## src/rmc_pkg.sv

```systemverilog
package rmc_pkg;

    localparam logic [15:0] CRC_INIT       = 16'hFFFF;
    localparam logic [15:0] CRC_POLY       = 16'hA001;
    localparam logic [7:0]  FUNC_READ_COILS = 8'h01;
    localparam logic [7:0]  FUNC_WRITE_COIL = 8'h05;
    localparam logic [7:0]  BROADCAST_ADDR  = 8'hFF;
    localparam logic [7:0]  ADDR_RESET      = 8'h04;
    localparam logic [7:0]  READ_BYTE_COUNT = 8'h01;
    localparam int          MIN_FRAME       = 8;
    localparam int          HDR_DEPTH       = 6;

    // request handed from front to back
    typedef struct packed {
        logic       is_write;
        logic [7:0] b2;
        logic [7:0] b3;
        logic [7:0] b4;
        logic [7:0] b5;
    } cmd_t;

    typedef enum logic [3:0] {
        ST_IDLE   = 4'b0001,
        ST_SEND   = 4'b0010,
        ST_CRC_LO = 4'b0100,
        ST_CRC_HI = 4'b1000
    } tx_state_t;

    function automatic logic [15:0] crc_byte(input logic [15:0] crc_in, input logic [7:0] b);
        logic [15:0] c;
        c = crc_in ^ {8'h00, b};
        for (int k = 0; k < 8; k++)
        begin
            if (c[0])
            begin
                c = (c >> 1) ^ CRC_POLY;
            end
            else
            begin
                c = c >> 1;
            end
        end
        return c;
    endfunction

endpackage

```

## src/rmc_fifo.sv

```systemverilog
module rmc_fifo (
    input  logic          clk,
    input  logic          rst_n,
    input  logic          push,
    input  rmc_pkg::cmd_t push_cmd,
    input  logic          pop,
    output rmc_pkg::cmd_t head_cmd,
    output logic          empty,
    output logic          full
);

    rmc_pkg::cmd_t slot_reg [2];
    logic          wr_ptr_reg, wr_ptr_next;
    logic          rd_ptr_reg, rd_ptr_next;
    logic [1:0]    count_reg, count_next;

    assign empty    = (count_reg == 2'd0);
    assign full     = (count_reg == 2'd2);
    assign head_cmd = slot_reg[rd_ptr_reg];

    always_comb
    begin
        wr_ptr_next = wr_ptr_reg ^ push;
        rd_ptr_next = rd_ptr_reg ^ pop;
        count_next  = count_reg + {1'b0, push} - {1'b0, pop};
    end

    always_ff @(posedge clk or negedge rst_n)
    begin
        if (!rst_n)
        begin
            wr_ptr_reg <= 1'b0;
            rd_ptr_reg <= 1'b0;
            count_reg  <= 2'd0;
        end
        else
        begin
            wr_ptr_reg <= wr_ptr_next;
            rd_ptr_reg <= rd_ptr_next;
            count_reg  <= count_next;
        end
    end

    always_ff @(posedge clk)
    begin
        if (push)
        begin
            slot_reg[wr_ptr_reg] <= push_cmd;
        end
    end

endmodule

```

## src/rmc_front.sv

```systemverilog
module rmc_front #(
    parameter int MAX_FRAME = 64
) (
    input  logic          clk,
    input  logic          rst_n,
    input  logic          in_fire,
    input  logic [7:0]    rx_byte,
    input  logic          frame_end,
    input  logic [7:0]    slave_address,
    output logic          push,
    output rmc_pkg::cmd_t push_cmd
);

    localparam int CW = $clog2(MAX_FRAME + 2);

    logic [CW-1:0] count_reg, count_next, n_val;
    logic [15:0]   crc_reg, crc_next, crc_upd;
    logic [15:0]   tail_reg, tail_next;
    logic [7:0]    hdr_reg [rmc_pkg::HDR_DEPTH];
    logic [15:0]   rx_crc;
    logic          len_ok, addr_ok, crc_ok, start_zero;
    logic          is_write, is_read;

    always_comb
    begin
        n_val = (count_reg <= CW'(MAX_FRAME)) ? count_reg + CW'(1) : count_reg;
        crc_upd = crc_reg;
        if (n_val >= CW'(3) && n_val <= CW'(MAX_FRAME))
        begin
            crc_upd = rmc_pkg::crc_byte(crc_reg, tail_reg[15:8]);
        end
        rx_crc     = {rx_byte, tail_reg[7:0]};
        len_ok     = (n_val >= CW'(rmc_pkg::MIN_FRAME)) && (n_val <= CW'(MAX_FRAME));
        addr_ok    = (hdr_reg[0] == slave_address) || (hdr_reg[0] == rmc_pkg::BROADCAST_ADDR);
        crc_ok     = (rx_crc == crc_upd);
        start_zero = ({hdr_reg[2], hdr_reg[3]} == 16'h0000);
        is_write   = (hdr_reg[1] == rmc_pkg::FUNC_WRITE_COIL) && start_zero;
        is_read    = (hdr_reg[1] == rmc_pkg::FUNC_READ_COILS);

        push              = in_fire && frame_end && len_ok && addr_ok && crc_ok
                            && (is_write || is_read);
        push_cmd.is_write = is_write;
        push_cmd.b2       = hdr_reg[2];
        push_cmd.b3       = hdr_reg[3];
        push_cmd.b4       = hdr_reg[4];
        push_cmd.b5       = hdr_reg[5];

        count_next = count_reg;
        crc_next   = crc_reg;
        tail_next  = tail_reg;
        if (in_fire)
        begin
            if (frame_end)
            begin
                count_next = '0;
                crc_next   = rmc_pkg::CRC_INIT;
                tail_next  = 16'h0000;
            end
            else
            begin
                count_next = n_val;
                crc_next   = crc_upd;
                tail_next  = {tail_reg[7:0], rx_byte};
            end
        end
    end

    always_ff @(posedge clk or negedge rst_n)
    begin
        if (!rst_n)
        begin
            count_reg <= '0;
            crc_reg   <= rmc_pkg::CRC_INIT;
            tail_reg  <= 16'h0000;
        end
        else
        begin
            count_reg <= count_next;
            crc_reg   <= crc_next;
            tail_reg  <= tail_next;
        end
    end

    // header capture, first six bytes of the frame
    always_ff @(posedge clk)
    begin
        for (int i = 0; i < rmc_pkg::HDR_DEPTH; i++)
        begin
            if (in_fire && n_val == CW'(i + 1))
            begin
                hdr_reg[i] <= rx_byte;
            end
        end
    end

endmodule

```

## src/rmc_back.sv

```systemverilog
module rmc_back (
    input  logic          clk,
    input  logic          rst_n,
    input  logic [7:0]    slave_address,
    input  rmc_pkg::cmd_t head_cmd,
    input  logic          empty,
    output logic          pop,
    output logic          m_tvalid,
    input  logic          m_tready,
    output logic [15:0]   m_tdata,
    output logic          m_tlast
);

    rmc_pkg::tx_state_t state_reg, state_next;
    logic [7:0]  msg_reg [rmc_pkg::HDR_DEPTH];
    logic [7:0]  msg_next [rmc_pkg::HDR_DEPTH];
    logic [2:0]  idx_reg, idx_next;
    logic [2:0]  last_idx_reg, last_idx_next;
    logic [15:0] crc_reg, crc_next;
    logic [7:0]  coil_reg, coil_next;
    logic        valid_reg, valid_next;
    logic [7:0]  byte_reg, byte_next;
    logic [7:0]  ocoil_reg, ocoil_next;
    logic        last_reg, last_next;
    logic        advance, load;
    logic [15:0] start, qty;
    logic [7:0]  shifted, mask, rd_data;
    logic [8:0]  mask_w;

    assign advance  = !valid_reg || m_tready;
    assign m_tvalid = valid_reg;
    assign m_tdata  = {ocoil_reg, byte_reg};
    assign m_tlast  = last_reg;
    assign pop      = load;

    always_comb
    begin
        start   = {head_cmd.b2, head_cmd.b3};
        qty     = {head_cmd.b4, head_cmd.b5};
        shifted = (start[15:3] == 13'd0) ? (coil_reg >> start[2:0]) : 8'h00;
        mask_w  = (9'd1 << qty[3:0]) - 9'd1;
        mask    = (qty > 16'd8) ? 8'hFF : mask_w[7:0];
        rd_data = shifted & mask;

        state_next    = state_reg;
        msg_next      = msg_reg;
        idx_next      = idx_reg;
        last_idx_next = last_idx_reg;
        crc_next      = crc_reg;
        coil_next     = coil_reg;
        valid_next    = advance ? 1'b0 : valid_reg;
        byte_next     = byte_reg;
        ocoil_next    = ocoil_reg;
        last_next     = last_reg;
        load          = 1'b0;

        case (state_reg)
            rmc_pkg::ST_IDLE:
            begin
                load = !empty;
            end
            rmc_pkg::ST_SEND:
            begin
                if (advance)
                begin
                    valid_next = 1'b1;
                    byte_next  = msg_reg[idx_reg];
                    ocoil_next = coil_reg;
                    last_next  = 1'b0;
                    crc_next   = rmc_pkg::crc_byte(crc_reg, msg_reg[idx_reg]);
                    idx_next   = idx_reg + 3'd1;
                    if (idx_reg == last_idx_reg)
                    begin
                        state_next = rmc_pkg::ST_CRC_LO;
                    end
                end
            end
            rmc_pkg::ST_CRC_LO:
            begin
                if (advance)
                begin
                    valid_next = 1'b1;
                    byte_next  = crc_reg[7:0];
                    ocoil_next = coil_reg;
                    last_next  = 1'b0;
                    state_next = rmc_pkg::ST_CRC_HI;
                end
            end
            rmc_pkg::ST_CRC_HI:
            begin
                if (advance)
                begin
                    valid_next = 1'b1;
                    byte_next  = crc_reg[15:8];
                    ocoil_next = coil_reg;
                    last_next  = 1'b1;
                    state_next = rmc_pkg::ST_IDLE;
                    load       = !empty;
                end
            end
            default:
            begin
                state_next = rmc_pkg::ST_IDLE;
            end
        endcase

        if (load)
        begin
            state_next  = rmc_pkg::ST_SEND;
            idx_next    = 3'd0;
            crc_next    = rmc_pkg::CRC_INIT;
            msg_next[0] = slave_address;
            if (head_cmd.is_write)
            begin
                coil_next[0]  = (qty != 16'h0000);
                msg_next[1]   = rmc_pkg::FUNC_WRITE_COIL;
                msg_next[2]   = head_cmd.b2;
                msg_next[3]   = head_cmd.b3;
                msg_next[4]   = head_cmd.b4;
                msg_next[5]   = head_cmd.b5;
                last_idx_next = 3'd5;
            end
            else
            begin
                msg_next[1]   = rmc_pkg::FUNC_READ_COILS;
                msg_next[2]   = rmc_pkg::READ_BYTE_COUNT;
                msg_next[3]   = rd_data;
                last_idx_next = 3'd3;
            end
        end
    end

    always_ff @(posedge clk or negedge rst_n)
    begin
        if (!rst_n)
        begin
            state_reg <= rmc_pkg::ST_IDLE;
            coil_reg  <= 8'h00;
            valid_reg <= 1'b0;
        end
        else
        begin
            state_reg <= state_next;
            coil_reg  <= coil_next;
            valid_reg <= valid_next;
        end
    end

    always_ff @(posedge clk)
    begin
        msg_reg      <= msg_next;
        idx_reg      <= idx_next;
        last_idx_reg <= last_idx_next;
        crc_reg      <= crc_next;
        byte_reg     <= byte_next;
        ocoil_reg    <= ocoil_next;
        last_reg     <= last_next;
    end

endmodule

```

## src/modbus_rtu_coil_slave.sv

```systemverilog
// channel | dir | tdata                     | tlast
// s_axis  | in  | [7:0] rx_byte             | frame_end
// m_axis  | out | [7:0] tx_byte, [15:8] coil | tx_last
// cfg     | in  | cfg_wdata = slave_address | -
//
// one received byte accepted per cycle while the request queue has a free slot; frame check finishes on the last byte
// a valid request queues to the reply side, which sends one byte per cycle while m_tready holds
// a reply is 8 bytes (write coil) or 6 bytes (read coils), crc low byte first
// s_tready drops only while both request queue slots are taken
// reset clears coils to off, address to 4, frame state to empty
module modbus_rtu_coil_slave #(
    parameter int MAX_FRAME = 64
) (
    input  logic        clk,
    input  logic        rst_n,
    input  logic        s_tvalid,
    output logic        s_tready,
    input  logic [7:0]  s_tdata,   // [7:0] rx_byte
    input  logic        s_tlast,
    output logic        m_tvalid,
    input  logic        m_tready,
    output logic [15:0] m_tdata,   // [7:0] tx_byte, [15:8] coil_bits
    output logic        m_tlast,
    input  logic        cfg_we,
    input  logic [7:0]  cfg_wdata
);

    logic [7:0]    addr_reg;
    logic          in_fire, push, pop, empty, full;
    rmc_pkg::cmd_t push_cmd, head_cmd;

    assign s_tready = !full;
    assign in_fire  = s_tvalid && s_tready;

    always_ff @(posedge clk or negedge rst_n)
    begin
        if (!rst_n)
        begin
            addr_reg <= rmc_pkg::ADDR_RESET;
        end
        else if (cfg_we)
        begin
            addr_reg <= cfg_wdata;
        end
    end

    rmc_front #(
        .MAX_FRAME(MAX_FRAME)
    ) u_front (
        .clk          (clk),
        .rst_n        (rst_n),
        .in_fire      (in_fire),
        .rx_byte      (s_tdata),
        .frame_end    (s_tlast),
        .slave_address(addr_reg),
        .push         (push),
        .push_cmd     (push_cmd)
    );

    rmc_fifo u_fifo (
        .clk     (clk),
        .rst_n   (rst_n),
        .push    (push),
        .push_cmd(push_cmd),
        .pop     (pop),
        .head_cmd(head_cmd),
        .empty   (empty),
        .full    (full)
    );

    rmc_back u_back (
        .clk          (clk),
        .rst_n        (rst_n),
        .slave_address(addr_reg),
        .head_cmd     (head_cmd),
        .empty        (empty),
        .pop          (pop),
        .m_tvalid     (m_tvalid),
        .m_tready     (m_tready),
        .m_tdata      (m_tdata),
        .m_tlast      (m_tlast)
    );

endmodule

```

## config.mk

```make
export PLATFORM = sky130hd
export DESIGN_NAME = modbus_rtu_coil_slave
export DESIGN_NICKNAME = d
export VERILOG_FILES = /design/src/rmc_pkg.sv /design/src/rmc_fifo.sv /design/src/rmc_front.sv /design/src/rmc_back.sv /design/src/modbus_rtu_coil_slave.sv
export SDC_FILE = /design/constraint.sdc
export NUM_CORES = 1
export LEC_CHECK = 0
export BUFFER_PORTS_ARGS = -buffer_cell sky130_fd_sc_hd__buf_2
export CORE_MARGIN = 2
export CORE_UTILIZATION = 30
export DETAILED_ROUTE_END_ITERATION = 16
export GPL_TIMING_DRIVEN = 1
export MAX_ROUTING_LAYER = met4
export PLACE_DENSITY_LB_ADDON = 0.15
export SYNTH_ARGS = -nofsm -noshare
export SYNTH_HDL_FRONTEND = slang
export SYNTH_SLANG_ARGS = --single-unit
```

## constraint.sdc

```tcl
create_clock -name clk -period 6.15 [get_ports clk]
set_clock_uncertainty 0.1 [all_clocks]
set_input_delay 1.5375 -clock clk [delete_from_list [all_inputs] [get_ports clk]]
set_output_delay 1.5375 -clock clk [all_outputs]
set_load 0.02 [all_outputs]
```

**After elaboration in Yosys (flattened, before gate mapping)**

Memories as Yosys holds them, arrays and structs flattened.
Index checks and enable logic that the tools add are counted.

- Input port bits: 22
- RAM bits: 114
- Register bits after elaboration: 137
- Output and inout bits: 19
- Memories kept: 2
- Word-level logic and storage cells: 221

Memory list:

| memory | depth | width | read ports | clocked after Yosys merged registers in | wr ports | RTL line | source |
|---|---|---|---|---|---|---|---|
| u_fifo.slot_reg | 2 | 33 | 1 | 0 | 1 | rmc_fifo.sv:12 | `rmc_pkg::cmd_t slot_reg [2];` |
| u_front.hdr_reg | 6 | 8 | 6 | 0 | 1 | rmc_front.sv:19 | `logic [7:0] hdr_reg [rmc_pkg::HDR_DEPTH];` |

- Shifts and indexed selects: 2
- Reduce and logical (&&, ||, !) cells: 40
- Order comparisons: 6
- $add $sub $neg: 5
- Equality and inequality tests: 26
- Bitwise logic cells: 22
- Muxes and demuxes: 96

Operator list:

| kind | number |
|---|---|
| $mux W16 | 40 |
| $mux W8 | 12 |
| $not A2 Y3 | 16 |
| $reduce_or A8 Y1 | 5 |
| $xor A16 B8 Y16 | 2 |
| $mux W1 | 25 |
| $bmux W8 S3 | 1 |
| $pmux W8 S3 | 1 |
| $eq A7 B3 Y1 const B | 3 |
| $mux W4 | 5 |
| $mux W19 | 1 |
| $mux W3 | 6 |
| $eq A16 B16 Y1 | 1 |
| $gt A16 B4 Y1 const B | 1 |
| $logic_not A16 Y1 | 1 |
| $pmux W4 S4 | 1 |
| $reduce_bool A16 Y1 | 1 |
| $logic_and A1 B1 Y1 | 15 |
| $eq A7 B2 Y1 const B | 2 |
| $le A7 B7 Y1 const B | 2 |
| $mux W7 | 2 |
| $logic_not A13 Y1 | 1 |
| $ne A3 B2 Y1 const B | 4 |
| $and A8 B8 Y8 | 1 |
| 37 further kinds | 48 |

**Longest topological paths before layout**

Gate-level depths: netlist (run 1).

- Depth in word-level cells: 35
- Depth in mapped cells: 19

**Hierarchy**

From an unflattened synthesis (run 1), not the netlist that was laid out.

- Cell total of the unflattened synthesis: 776
- Area total of the unflattened synthesis: 10909.2 um2

By module, submodules not included:

| module | seq. area each (um2) | times used | cells an instance | area an instance (um2) |
|---|---|---|---|---|
| rmc_front | 2437.3 | 1 | 325 | 4091.4 |
| rmc_back | 2093.3 | 1 | 313 | 3733.6 |
| rmc_fifo | 2082.0 | 1 | 119 | 2741.4 |
| modbus_rtu_coil_slave | 201.4 | 1 | 19 | 342.8 |

**Worst setup path before layout (run 1)**

Ideal clock, no wire load.

- Path kind: reg-to-reg
- Start: reg u_front.count_reg[0]
- End: mem u_fifo.slot_reg[1][0] (netlist bit), enable pin
- Setup time: 0.393 ns
- Stages on the path, launching flop included: 15
- Setup slack: 1.871 ns
- Data arrival time: 3.785 ns
- Cells stage by stage: dfrtp_1 clkbuf_1 inv_1 ha_1 or4b_4 a21oi_1 a21oi_1 a31oi_2 a21oi_2 buf_6 nor4_1 a211oi_1 a2111oi_2 and4b_1 ha_1

- Cells in the longest elaborated chain, start to end: 10
- Elaborated cells between the ends (all ways): 16
- Classes of those cells: add/sub: 1; order compare: 4; eq/ne: 1; mux: 4; reduce/logical: 6

Ends and longest elaborated chain:

| what | RTL line | source |
|---|---|---|
| start: declaration | rmc_front.sv:16 | `logic [CW-1:0] count_reg, count_next, n_val;` |
| start signal: assignment | rmc_front.sv:78 | `count_reg <= count_next;` |
| $add A7 B1 Y7 or $le A7 B7 Y1 (tied branches) | rmc_front.sv:26 | `n_val = (count_reg <= CW'(MAX_FRAME)) ? count_reg + CW'(1) : count_reg;` |
| $mux W7 * | rmc_front.sv:26 |  |
| $ge A7 B2 Y1 (tied with other cells) | rmc_front.sv:28 | `if (n_val >= CW'(3) && n_val <= CW'(MAX_FRAME))` |
| $logic_and A1 B1 Y1 (on tied branches) | rmc_front.sv:28, rmc_front.sv:33 |  |
| $mux W16 or $logic_and A1 B1 Y1 (tied branches) | rmc_front.sv:28, rmc_front.sv:40 |  |
| $eq A16 B16 Y1 or $logic_and A1 B1 Y1 (tied branches) | rmc_front.sv:35, rmc_front.sv:40 |  |
| $logic_and A1 B1 Y1 * | rmc_front.sv:40 | `push = in_fire && frame_end && len_ok && addr_ok && crc_ok` |
| $logic_and A1 B1 Y1 * | rmc_front.sv:41 | `&& (is_write \|\| is_read);` |
| $mux W1 * | rmc_fifo.sv:46 | `if (push)` |
| $mux W1 (not written as such) * | rmc_fifo.sv:48 | `slot_reg[wr_ptr_reg] <= push_cmd;` |
| end: declaration | rmc_fifo.sv:12 |  |

Every way passes the cells marked *; elsewhere a longest branch is shown, timed or not.

**Final worst setup path (run 1)**

- Start: reg u_front.count_reg[0]
- End: mem u_fifo.slot_reg[1][13] (netlist bit), enable pin

Same word-level chain as after synthesis.

==> key figures, run 1 <==
STA
  – # setup viols final: 0
  – Slew at the pin with the worst max-slew slack: 1120 ps
  – Max Slew Vio Count: 0
  – Fmax: 217 MHz
  – Final min period: 4620 ps
  – Setup Total Neg Slack: 0 ps
  – Unrepaired setup endpoints after global routing: no
  – Hold_ws: 337 ps
  – Final period util: 0.751
  – Final Hold Fails: 0
  – Slew margin rel.: 0.253

Power and ir drop
  – Int Pwr: 3.27 mW
  – Cell leakage power: 4.41 nW
  – Power Density: 369 nW/µm²
  – Sw Ratio: 0.286
  – Comb power frac: 0.225
  – Clk pwr share: 0.345
  – NetSw: 1.31 mW
  – VDD IR max: 0.236 mV
  – Register share of total power: 0.430

Routing
  – Drt via density: 4.70
  – Antenna Nets Post-Route: 0
  – DRT iter0 DRCs: 307
  – Vias: 6405
  – DR pass1 iterations: 4
  – Routed len/inst: 17.9 µm
  – Routed WL: 24.4 mm
  – Residual DRC count: 0

Floorplanning
  – Width of the chip: 195 µm
  – # rows: 69
  – Initial core utilization: 0.306
  – Die Span Y: 195 µm
  – CORE AREA: 35700 µm²
  – IO Pins: 41
  – DIE AREA: 38000 µm²

Min path
  – Hold endpoint: u_fifo.slot_reg[0][12]$_DFFE_PP_
  – Min-delay src: u_front.hdr_reg[4][4]$_DFFE_PP_
  – Hold path depth: 0
  – HP Class: reg2reg

Critical path
  – Worst-path fanout max: 38
  – WS Path Type: reg2reg
  – Critical-path top delay cell: a21oi_4
  – RR Endpoint: u_fifo.slot_reg[1][13]$_DFFE_PP_
  – Startpoint Class: flip-flop
  – Worst R2R Start: u_front.count_reg[0]$_DFFE_PN0P_
  – WP data required: 6230 ps
  – CP peak stage delay: 780 ps
  – Critical Path Sink Type: flip-flop
  – R2R Setup Slk: 1530 ps
  – Crit path DAT: 4700 ps
  – Critical path cell sequence: inv_1 > ha_1 > and4b_1 > nand3_1 > nand3_1 > a31oi_2 > a21oi_4 > mux2i_1 > o211ai_1 > a2111oi_4 > and4b_1 > ha_1 > buf_4
  – Worst r2r path cells: 13

CTS
  – Post-CTS Setup Bufs: 0
  – # clock sinks: 242
  – Clk slew on worst S/H paths: 60 ps
  – CTS tree: yes
  – Clock Latency Late Sink: 540 ps
  – Hold Buf Count CTS: 0
  – CTS H-tree lvls: 1
  – Post-CTS Resized: 0
  – CTS buffer count: 28
  – Clock root cell: clkbuf_16
  – Clock buffer depth: 3

Cells and area
  – Ant. Diodes: 0
  – Final instance area: 12400 µm²
  – Core Util, Final: 0.347
  – Non-Filler Instances: 1363
  – Max FFs per register: 66
  – Fillers: 3556
  – Area grow syn2layout: 13.7%
  – # nets final: 909
  – Layout cells sized above 1: 0.166

Logic synthesis
  – Syn_area_per_cell: 12.8 µm²
  – Yosys warnings: 0
  – Commonest register cell after synthesis: edfxtp_1
  – Post-synthesis sequential element count: 242
  – Post-synth ARST share: 0.236
  – Netlist Area Pre-Place: 10900 µm²
  – Most area-consuming cells after synthesis: edfxtp_1 (46%), dfrtp_1 (8.9%), dfstp_2 (4.3%), mux2i_1 (3.7%), dfxtp_1 (3.5%)
  – Sequential share of the synthesized area: 0.624
  – Synth top area share: 0.456
  – Number of enable flip-flop cells after synthesis: 166
  – Largest area contributor in the netlist: edfxtp_1
  – Mapped Cells: 853
  – Cell variety after synth: 67

Placed design
  – Placed Instances: 1311
  – Gpl congestion: 0.777
  – Port bufs: 33
  – Post-detail-place hpwl: 15.9 mm
  – Placed Area: 11500 µm²

Global route
  – GRT Residual Overflow: 0
  – Largest net degree at the start of global routing: 58
  – First-pass GRT wire length: 38.0 mm
  – Number of global-route vias before repair: 6409
  – Initial antenna violation count: 0
  – Tot GR Track Use: 0.133

Flow run
  – Max-Cap Viols: 0

Run status
  – Outcome: completed
layout by cell type, fill, tap and decap left out, types with 4 or more instances in the layout:
cell	n
nand2b_1	9
xnor2_1	33
clkbuf_16	29
o22a_1	13
o21ai_0	26
o31ai_1	4
nand3_1	19
nor4_1	16
mux2i_1	40
nand2_1	75
ha_1	7
xor2_1	24
nor2_1	67
xnor2_2	8
inv_1	16
mux2_2	25
nor3_1	12
a31oi_1	7
o22ai_1	4
or3_1	6
dfstp_2	18
edfxtp_1	166
o211ai_1	15
clkbuf_1	11
conb_1	7
nor3b_1	5
buf_2	33
nand3b_1	16
o21ai_1	11
nand4_1	5
nand4b_1	4
dfxtp_1	19
buf_4	12
a21oi_1	32
dfrtp_1	39
a22oi_1	8
worst max-delay path by stage:
stage                                                start                                to  slack, ps  cells past startpoint
after global placement    u_front.count_reg[0]$_DFFE_PN0P_   u_fifo.slot_reg[1][7]$_DFFE_PP_       1600                     13
after detailed placement  u_front.count_reg[0]$_DFFE_PN0P_  u_fifo.slot_reg[1][13]$_DFFE_PP_       1520                     13
final                     u_front.count_reg[0]$_DFFE_PN0P_  u_fifo.slot_reg[1][13]$_DFFE_PP_       1530                     13
after CTS                 u_front.count_reg[0]$_DFFE_PN0P_   u_fifo.slot_reg[0][5]$_DFFE_PP_       1500                     13
after global routing      u_front.count_reg[0]$_DFFE_PN0P_   u_fifo.slot_reg[1][5]$_DFFE_PP_       1180                     13
after floorplan           u_front.count_reg[0]$_DFFE_PN0P_   u_fifo.slot_reg[1][0]$_DFFE_PP_       1870                     14
area by class of cell:
class                      count  area (µm²)  share of cell area
clock inverter                 9        73.8             0.00595
inverter                      16        60.1             0.00484
multi-input combinational    547        3830               0.308
sequential                   242        6810               0.549
timing repair buffer          45         255              0.0206
tap                          461         577              0.0465
clock buffer                  43         808              0.0651
kinds of logic (layout without fill, tap and decap cells):
logic type,after synthesis,count (layout),synth area share
and+or+nand+nor,254,254,0.115
DFF,242,242,0.624
AOI/OAI and AO/OA,141,141,0.0883
xor gates and xnor gates,70,70,0.0685
buffers and inverters,70,113,0.0291
muxes,68,68,0.0666
adders and majority gates,7,7,0.00802
other,1,7,0.000343
per-stage QoR:
stage | power, mW | worst slack [ps]
floorplan | 2.83 | 1870
global placement | 3.04 | 1600
detailed placement | 3.04 | 1520
CTS | 4.65 | 1500
global route | 4.81 | 1180
finish | 4.58 | 1530
power by group through the flow:
stage          combinational, mW  clock, mW  sequential [mW]
3_5_place_dp                1.03          0             2.00
5_1_grt                     1.13       1.70             1.99
3_3_place_gp                1.04          0             2.01
2_1_floorplan              0.864          0             1.96
6_report                    1.03       1.58             1.97
4_1_cts                     1.04       1.64             1.97
metal layers:
metal  wire [µm]  track usage  part of all wire
met1       11300        0.170              0.46
met2       11800        0.217              0.48
met3         616       0.0189             0.025
met4         650       0.0421             0.027
met5           0            -                 0
Yosys cell counts (all sizes together), types with 9 or more instances:
master / count
nor2: 67
mux2i: 40
nand2b: 9
dfrtp: 39
xnor2: 42
mux2: 27
o22a: 13
o21ai: 37
inv: 16
o211ai: 15
nor3: 13
dfxtp: 19
a21oi: 35
nand3: 19
buf: 20
nor4: 16
nand2: 75
clkbuf: 34
dfstp: 18
xor2: 24
edfxtp: 166
nand3b: 16
critical path, delay by kind of cell (launching register included):
family                     cells  cell delay [ps]
AOI/OAI and AO/OA              4             1400
and+or+nand+nor                4              730
buffers and inverters          2              580
adders and majority gates      2              580
DFF                            1              560
muxes                          1              270
(Power assumes the default switching activity.)
==> run 2, diff against run 1 <==
ABC_AREA = 1   (was unset)
clock period = 4.6 ns   (was 6.15 ns; I/O delays follow)
==> key figures, run 2 <==
Run status
  – Outcome: completed (unchanged)

Placed design
  – Setup WS pre-CTS: 747 ps (was 1520 ps)
  – Post-detail-place hpwl: 18.0 mm (was 15.9 mm)
  – Placed Area: 11600 µm² (was 11500 µm²)
  – Port bufs: 33 (unchanged)
  – Placed Instances: 1530 (was 1311)
  – Gpl congestion: 0.832 (was 0.777)

Power and ir drop
  – VDD IR max: 0.370 mV (was 0.236 mV)
  – Power Density: 708 nW/µm² (was 369 nW/µm²)
  – Clk pwr share: 0.250 (was 0.345)
  – NetSw: 3.46 mW (was 1.31 mW)
  – Register share of total power: 0.366 (was 0.430)
  – PnR Total Power: 8.84 mW (was 4.58 mW)
  – Comb power frac: 0.384 (was 0.225)
  – Sw Ratio: 0.392 (was 0.286)
  – Cell leakage power: 5.21 nW (was 4.41 nW)
  – Int Pwr: 5.38 mW (was 3.27 mW)

Floorplanning
  – Width of the chip: 194 µm (was 195 µm)
  – CORE AREA: 35700 µm² (about the same)
  – # rows: 69 (unchanged)
  – DIE AREA: 37800 µm² (was 38000 µm²)
  – Die Span Y: 194 µm (was 195 µm)
  – IO Pins: 41 (unchanged)
  – Initial core utilization: 0.305 (was 0.306)

STA
  – Fmax: 261 MHz (was 217 MHz)
  – Slew at the pin with the worst max-slew slack: 938 ps (was 1120 ps)
  – Final min period: 3830 ps (was 4620 ps)
  – Crit path setup slack, layout: 765 ps (was 1530 ps)
  – Max Slew Vio Count: 0 (unchanged)
  – Hold_ws: 341 ps (was 337 ps)
  – Unrepaired setup endpoints after global routing: no (unchanged)
  – Final Hold Fails: 0 (unchanged)
  – # setup viols final: 0 (unchanged)
  – Slew margin rel.: 0.375 (was 0.253)
  – Setup Total Neg Slack: 0 ps (unchanged)
  – Final period util: 0.834 (was 0.751)

CTS
  – CTS tree: yes (unchanged)
  – CTS H-tree lvls: 1 (unchanged)
  – Clock buffer depth: 3 (unchanged)
  – Post-CTS Setup Bufs: 0 (unchanged)
  – Clock root cell: clkbuf_16 (unchanged)
  – CTS buffer count: 28 (unchanged)
  – Clock Latency Late Sink: 560 ps (was 540 ps)
  – Hold Buf Count CTS: 0 (unchanged)
  – Post-CTS Resized: 0 (unchanged)
  – # clock sinks: 242 (unchanged)
  – Clk slew on worst S/H paths: 60 ps (about the same)

Cells and area
  – Ant. Diodes: 0 (unchanged)
  – Max FFs per register: 66 (unchanged)
  – Final instance area: 12500 µm² (was 12400 µm²)
  – # nets final: 1128 (was 909)
  – Non-Filler Instances: 1582 (was 1363)
  – Most frequent cells in the layout: nand2_1 (260), edfxtp_1 (166), inv_1 (121) (was edfxtp_1 (166), nand2_1 (75), nor2_1 (67))
  – Core Util, Final: 0.350 (was 0.347)
  – Area grow syn2layout: 14.7% (was 13.7%)
  – Layout cells sized above 1: 0.130 (was 0.166)
  – Most common cell after layout, fill and taps aside: nand2_1 (was edfxtp_1)
  – Fillers: 3588 (was 3556)

Logic synthesis
  – Mapped Cells: 1048 (was 853)
  – Post-synth ARST share: 0.236 (unchanged)
  – Post-synthesis sequential element count: 242 (unchanged)
  – Sequential share of the synthesized area: 0.626 (was 0.624)
  – Netlist Area Pre-Place: 10900 µm² (about the same)
  – Largest area contributor in the netlist: edfxtp_1 (unchanged)
  – Top cells by instance count after synthesis: nand2_1 (260), edfxtp_1 (166), inv_1 (121), nand3_1 (72), nor2_1 (64) (was edfxtp_1 (166), nand2_1 (75), nor2_1 (67), mux2i_1 (40), dfrtp_1 (39))
  – Commonest register cell after synthesis: edfxtp_1 (unchanged)
  – Yosys warnings: 0 (unchanged)
  – Synth top area share: 0.458 (was 0.456)
  – Cell variety after synth: 48 (was 67)
  – Syn_area_per_cell: 10.4 µm² (was 12.8 µm²)
  – Number of enable flip-flop cells after synthesis: 166 (unchanged)
  – Count leader, synth: nand2_1 (was edfxtp_1)
  – Most area-consuming cells after synthesis: edfxtp_1 (46%), dfrtp_1 (9.0%), nand2_1 (9.0%), dfstp_2 (4.3%), inv_1 (4.2%) (was edfxtp_1 (46%), dfrtp_1 (8.9%), dfstp_2 (4.3%), mux2i_1 (3.7%), dfxtp_1 (3.5%))

Routing
  – DRT met1 WL: 11.9 mm (was 11.3 mm)
  – WL met2: 12.7 mm (was 11.8 mm)
  – Routed len/inst: 16.5 µm (was 17.9 µm)
  – Vias: 7220 (was 6405)
  – DRT iter0 DRCs: 301 (was 307)
  – Highest routed layer: met4 (unchanged)
  – Routed WL: 26.0 mm (was 24.4 mm)
  – DR pass1 iterations: 4 (unchanged)
  – Drt via density: 4.56 (was 4.70)
  – Residual DRC count: 0 (unchanged)
  – Antenna Nets Post-Route: 0 (unchanged)
  – Met3 Wirelength: 804 µm (was 616 µm)

Global route
  – Number of global-route vias before repair: 7280 (was 6409)
  – GRT Residual Overflow: 0 (unchanged)
  – Largest net degree at the start of global routing: 39 (was 58)
  – Initial antenna violation count: 0 (unchanged)
  – First-pass GRT wire length: 41.2 mm (was 38.0 mm)
  – Tot GR Track Use: 0.144 (was 0.133)

Flow run
  – Max-Cap Viols: 0 (unchanged)

Critical path
  – WP data required: 4690 ps (was 6230 ps)
  – Worst-path fanout max: 33 (was 38)
  – Critical Path Sink Type: flip-flop (unchanged)
  – WS Path Type: reg2reg (unchanged)
  – Startpoint Class: flip-flop (unchanged)
  – Crit path DAT: 3930 ps (was 4700 ps)

Min path
  – HP Class: reg2reg (unchanged)
==> run 2: worst max-delay path, stage by stage, from the launching register on <==
cell     delay, ps
dfrtp_1        460
inv_1           90
ha_1           200
inv_1           50
nor2_1          40
nand3_2        110
nand2_2         90
nand2_1         70
nand2_1        100
nor2_1         150
nand3_2        110
nand2_4        180
nand2_4        230
inv_1          170
nand2_1         80
nand2_1         80
nand2_1         60
nand2_1         70
inv_1           40
nor2_1         120
nand3_1         80
nor2_1         190
ha_1           180
buf_4          400
==> run 2: kinds of logic after synthesis <==
logic type / after synthesis / synth area share
compound gates: 121 / 0.0678
xor+xnor: 41 / 0.0330
fa+ha+maj: 7 / 0.00805
buf+inv: 162 / 0.0625
flops: 242 / 0.626
mux: 24 / 0.0231
other cells: 1 / 0.000345
simple gates: 450 / 0.179
==> run 2: path summary, 6_finish.rpt <==
kind                       slack, ps  depth (start not counted)                             start                         endpoint
setup / recovery                 770                         23  u_front.count_reg[0]$_DFFE_PN0P_  u_fifo.slot_reg[0][8]$_DFFE_PP_
hold / removal                   340                          0   u_front.hdr_reg[5][5]$_DFFE_PP_  u_fifo.slot_reg[0][5]$_DFFE_PP_
setup reg to reg                 770                         23  u_front.count_reg[0]$_DFFE_PN0P_  u_fifo.slot_reg[0][8]$_DFFE_PP_
hold reg to reg                  340                          0   u_front.hdr_reg[5][5]$_DFFE_PP_  u_fifo.slot_reg[0][5]$_DFFE_PP_
max in group asynchronous       2940                          2                             rst_n  u_back.state_reg[0]$_DFFE_PN1P_
min in group asynchronous        650                          1                             rst_n    u_fifo.count_reg[0]$_DFF_PN0_
==> run 2: layout make-up <==
cell class                      instances  area [µm²]  area share
Clock buffer                           36         752      0.0602
Inverter                              126         473      0.0379
Tap cell                              461         577      0.0462
Timing Repair Buffer                   51         300      0.0240
Clock inverter                         16         159      0.0127
Sequential cell                       242        6810       0.546
Multi-Input combinational cell        650        3410       0.273
==> run 2: power by group through the flow <==
stage | Sequential, mW | Clock [mW] | Combinational (mW)
global route | 3.29 | 2.37 | 3.89
floorplan | 3.26 | 0 | 2.59
detailed placement | 3.28 | 0 | 3.43
CTS | 3.24 | 2.28 | 3.44
global placement | 3.28 | 0 | 3.43
finish | 3.23 | 2.21 | 3.39
==> run 2: layer usage <==
layer / track usage / vias to the layer above
li1: - / 3635
met4: 0.0405 / 0
met2: 0.243 / 94
met3: 0.0243 / 44
met5: - / -
met1: 0.179 / 3447
==> run 3, diff against run 2 <==
ABC_AREA = 0   (was 1)
clock period = 3.3 ns   (was 4.6 ns; I/O delays follow)
==> key figures, run 3 (synthesis gave the netlist of run 1 again) <==
Cells and area
  – Area grow syn2layout: 25.3% (was 14.7%)
  – Core Util, Final: 0.383 (was 0.350)
  – # nets final: 1020 (was 1128)
  – Final instance area: 13700 µm² (was 12500 µm²)
  – Most common cell after layout, fill and taps aside: edfxtp_1 (was nand2_1)
  – Non-Filler Instances: 1472 (was 1582)
  – Ant. Diodes: 0 (unchanged)
  – Register area: 6820 µm² (was 6810 µm²)
  – Fillers: 3509 (was 3588)
  – Layout cells sized above 1: 0.292 (was 0.130)
  – Area of the multi-input gates: 4030 µm² (was 3410 µm²)
  – Max FFs per register: 66 (unchanged)
  – Most frequent cells in the layout: edfxtp_1 (166), buf_4 (103), nand2_1 (75) (was nand2_1 (260), edfxtp_1 (166), inv_1 (121))

Global route
  – GRT Residual Overflow: 0 (unchanged)
  – Largest net degree at the start of global routing: 40 (was 39)
  – Tot GR Track Use: 0.142 (was 0.144)
  – Initial antenna violation count: 0 (unchanged)
  – Number of global-route vias before repair: 6997 (was 7280)
  – First-pass GRT wire length: 40.7 mm (was 41.2 mm)

Placed design
  – Post-detail-place hpwl: 18.2 mm (was 18.0 mm)
  – Port bufs: 33 (unchanged)
  – Gpl congestion: 0.820 (was 0.832)
  – Placed Area: 12300 µm² (was 11600 µm²)
  – Placed Instances: 1405 (was 1530)
  – Setup WS pre-CTS: -471 ps (was 747 ps)

STA
  – Hold_ws: 348 ps (was 341 ps)
  – Fmax: 271 MHz (was 261 MHz)
  – # setup viols final: 69 (was 0)
  – Slew margin rel.: 0.420 (was 0.375)
  – Slew at the pin with the worst max-slew slack: 870 ps (was 938 ps)
  – Unrepaired setup endpoints after global routing: yes (was no)
  – Final period util: 1.12 (was 0.834)
  – Final min period: 3690 ps (was 3830 ps)
  – Final Hold Fails: 0 (unchanged)
  – Max Slew Vio Count: 0 (unchanged)
  – Crit path setup slack, layout: -394 ps (was 765 ps)

CTS
  – Clock root cell: clkbuf_16 (unchanged)
  – CTS H-tree lvls: 1 (unchanged)
  – Clock buffer depth: 3 (unchanged)
  – # clock sinks: 242 (unchanged)
  – Clock Latency Late Sink: 560 ps (about the same)
  – CTS tree: yes (unchanged)
  – CTS buffer count: 28 (unchanged)
  – Clk slew on worst S/H paths: 60 ps (about the same)

Min path
  – HP Class: reg2reg (unchanged)

Floorplanning
  – Initial core utilization: 0.306 (was 0.305)
  – Die Span Y: 195 µm (was 194 µm)
  – CORE AREA: 35700 µm² (about the same)
  – # rows: 69 (unchanged)
  – Width of the chip: 195 µm (was 194 µm)
  – DIE AREA: 38000 µm² (was 37800 µm²)
  – IO Pins: 41 (unchanged)

Run status
  – Outcome: finished, violations left (was completed)
  – Failing checks: negative setup slack

Critical path
  – CP peak stage delay: 460 ps (about the same)
  – WS Path Type: reg2reg (unchanged)
  – WP data required: 3460 ps (was 4690 ps)
  – Critical-path top delay cell: or4b_4 (was dfrtp_1)
  – Critical path cell sequence: clkinv_4 > ha_4 > or4b_4 > o211ai_1 > nand3_1 > a31oi_4 > a21oi_4 > buf_6 > buf_6 > mux2i_4 > xnor2_2 > a2111oi_4 > and4b_2 > ha_4 > buf_12 (was inv_1 > ha_1 > inv_1 > nor2_1 > nand3_2 > nand2_2 > nand2_1 > nand2_1 > nor2_1 > nand3_2 > nand2_4 > nand2_4 > inv_1 > nand2_1 > nand2_1 > nand2_1 > nand2_1 > inv_1 > nor2_1 > nand3_1 > nor2_1 > ha_1 > buf_4)
  – Critical Path Sink Type: flip-flop (unchanged)
  – CP bufs+invs: 4 (was 5)
  – Startpoint Class: flip-flop (unchanged)
  – Worst-path fanout max: 11 (was 33)
  – Crit path max-delay family: simple AND/OR/NAND/NOR gates (unchanged)
  – Crit path DAT: 3860 ps (was 3930 ps)

Flow run
  – Max-Cap Viols: 0 (unchanged)

Routing
  – Routed len/inst: 17.6 µm (was 16.5 µm)
  – DR pass1 iterations: 4 (unchanged)
  – DRT iter0 DRCs: 311 (was 301)
  – Drt via density: 4.61 (was 4.56)
  – Vias: 6789 (was 7220)
  – Residual DRC count: 0 (unchanged)
  – Antenna Nets Post-Route: 0 (unchanged)
  – Routed WL: 25.9 mm (was 26.0 mm)

Power and ir drop
  – Power Density: 703 nW/µm² (was 708 nW/µm²)
  – Cell leakage power: 5.06 nW (was 5.21 nW)
  – VDD IR max: 0.726 mV (was 0.370 mV)
run 3: per-stage QoR:
step,total power [mW],setup TNS (ps)
2_1_floorplan,5.28,-21980
3_3_place_gp,6.24,-25110
3_5_place_dp,6.24,-30510
4_1_cts,9.60,-23150
5_1_grt,10.1,-33380
6_report,9.63,-25520
run 3: routing by layer:
metal	global-route usage	part of all wire
met1	0.173	0.44
met2	0.246	0.51
met3	0.0257	0.033
met4	0.0325	0.019
met5	-	0
run 3: timing repair:
item,4_1_cts,5_1_grt
gates resized for setup,22,20
setup endpoints to repair,69,69
hold buffers,1,0
setup buffers,4,8
gates cloned,0,4
hold endpoints to repair,1,0
pin swaps,2,17
run 3: path summary, 6_finish.rpt:
check	depth (start not counted)	startpoint	to	slack [ps]
min in group asynchronous	2	rst_n	u_front.tail_reg[5]$_DFFE_PN0P_	520
max reg2reg	15	u_front.count_reg[0]$_DFFE_PN0P_	u_fifo.slot_reg[0][9]$_DFFE_PP_	-390
min reg2reg	0	u_front.hdr_reg[5][5]$_DFFE_PP_	u_fifo.slot_reg[0][5]$_DFFE_PP_	350
max	15	u_front.count_reg[0]$_DFFE_PN0P_	u_fifo.slot_reg[0][9]$_DFFE_PP_	-390
min	0	u_front.hdr_reg[5][5]$_DFFE_PP_	u_fifo.slot_reg[0][5]$_DFFE_PP_	350
max in group asynchronous	3	rst_n	u_front.count_reg[0]$_DFFE_PN0P_	1840
run 3: layout make-up:
type | count | area share
clock inverters | 14 | 0.0141
flip-flops and latches | 242 | 0.498
repair buffers | 156 | 0.0889
well taps | 461 | 0.0421
clock buffers | 36 | 0.0578
inverters | 16 | 0.00475
multi-input cells | 547 | 0.294
run 3: power by group:
part | switching [mW] | total [mW] | internal (mW)
Sequential | 0.166 | 3.64 | 3.47
Clock | 1.25 | 3.25 | 2.00
Combinational | 1.28 | 2.74 | 1.47
run 3: worst reg2reg max path, cell delays in order, from the launching register on:
cell	delay, ps
dfrtp_2	430
clkinv_4	60
ha_4	120
or4b_4	460
o211ai_1	190
nand3_1	160
a31oi_4	250
a21oi_4	70
buf_6	130
buf_6	110
mux2i_4	180
xnor2_2	170
a2111oi_4	230
and4b_2	350
ha_4	230
buf_12	160
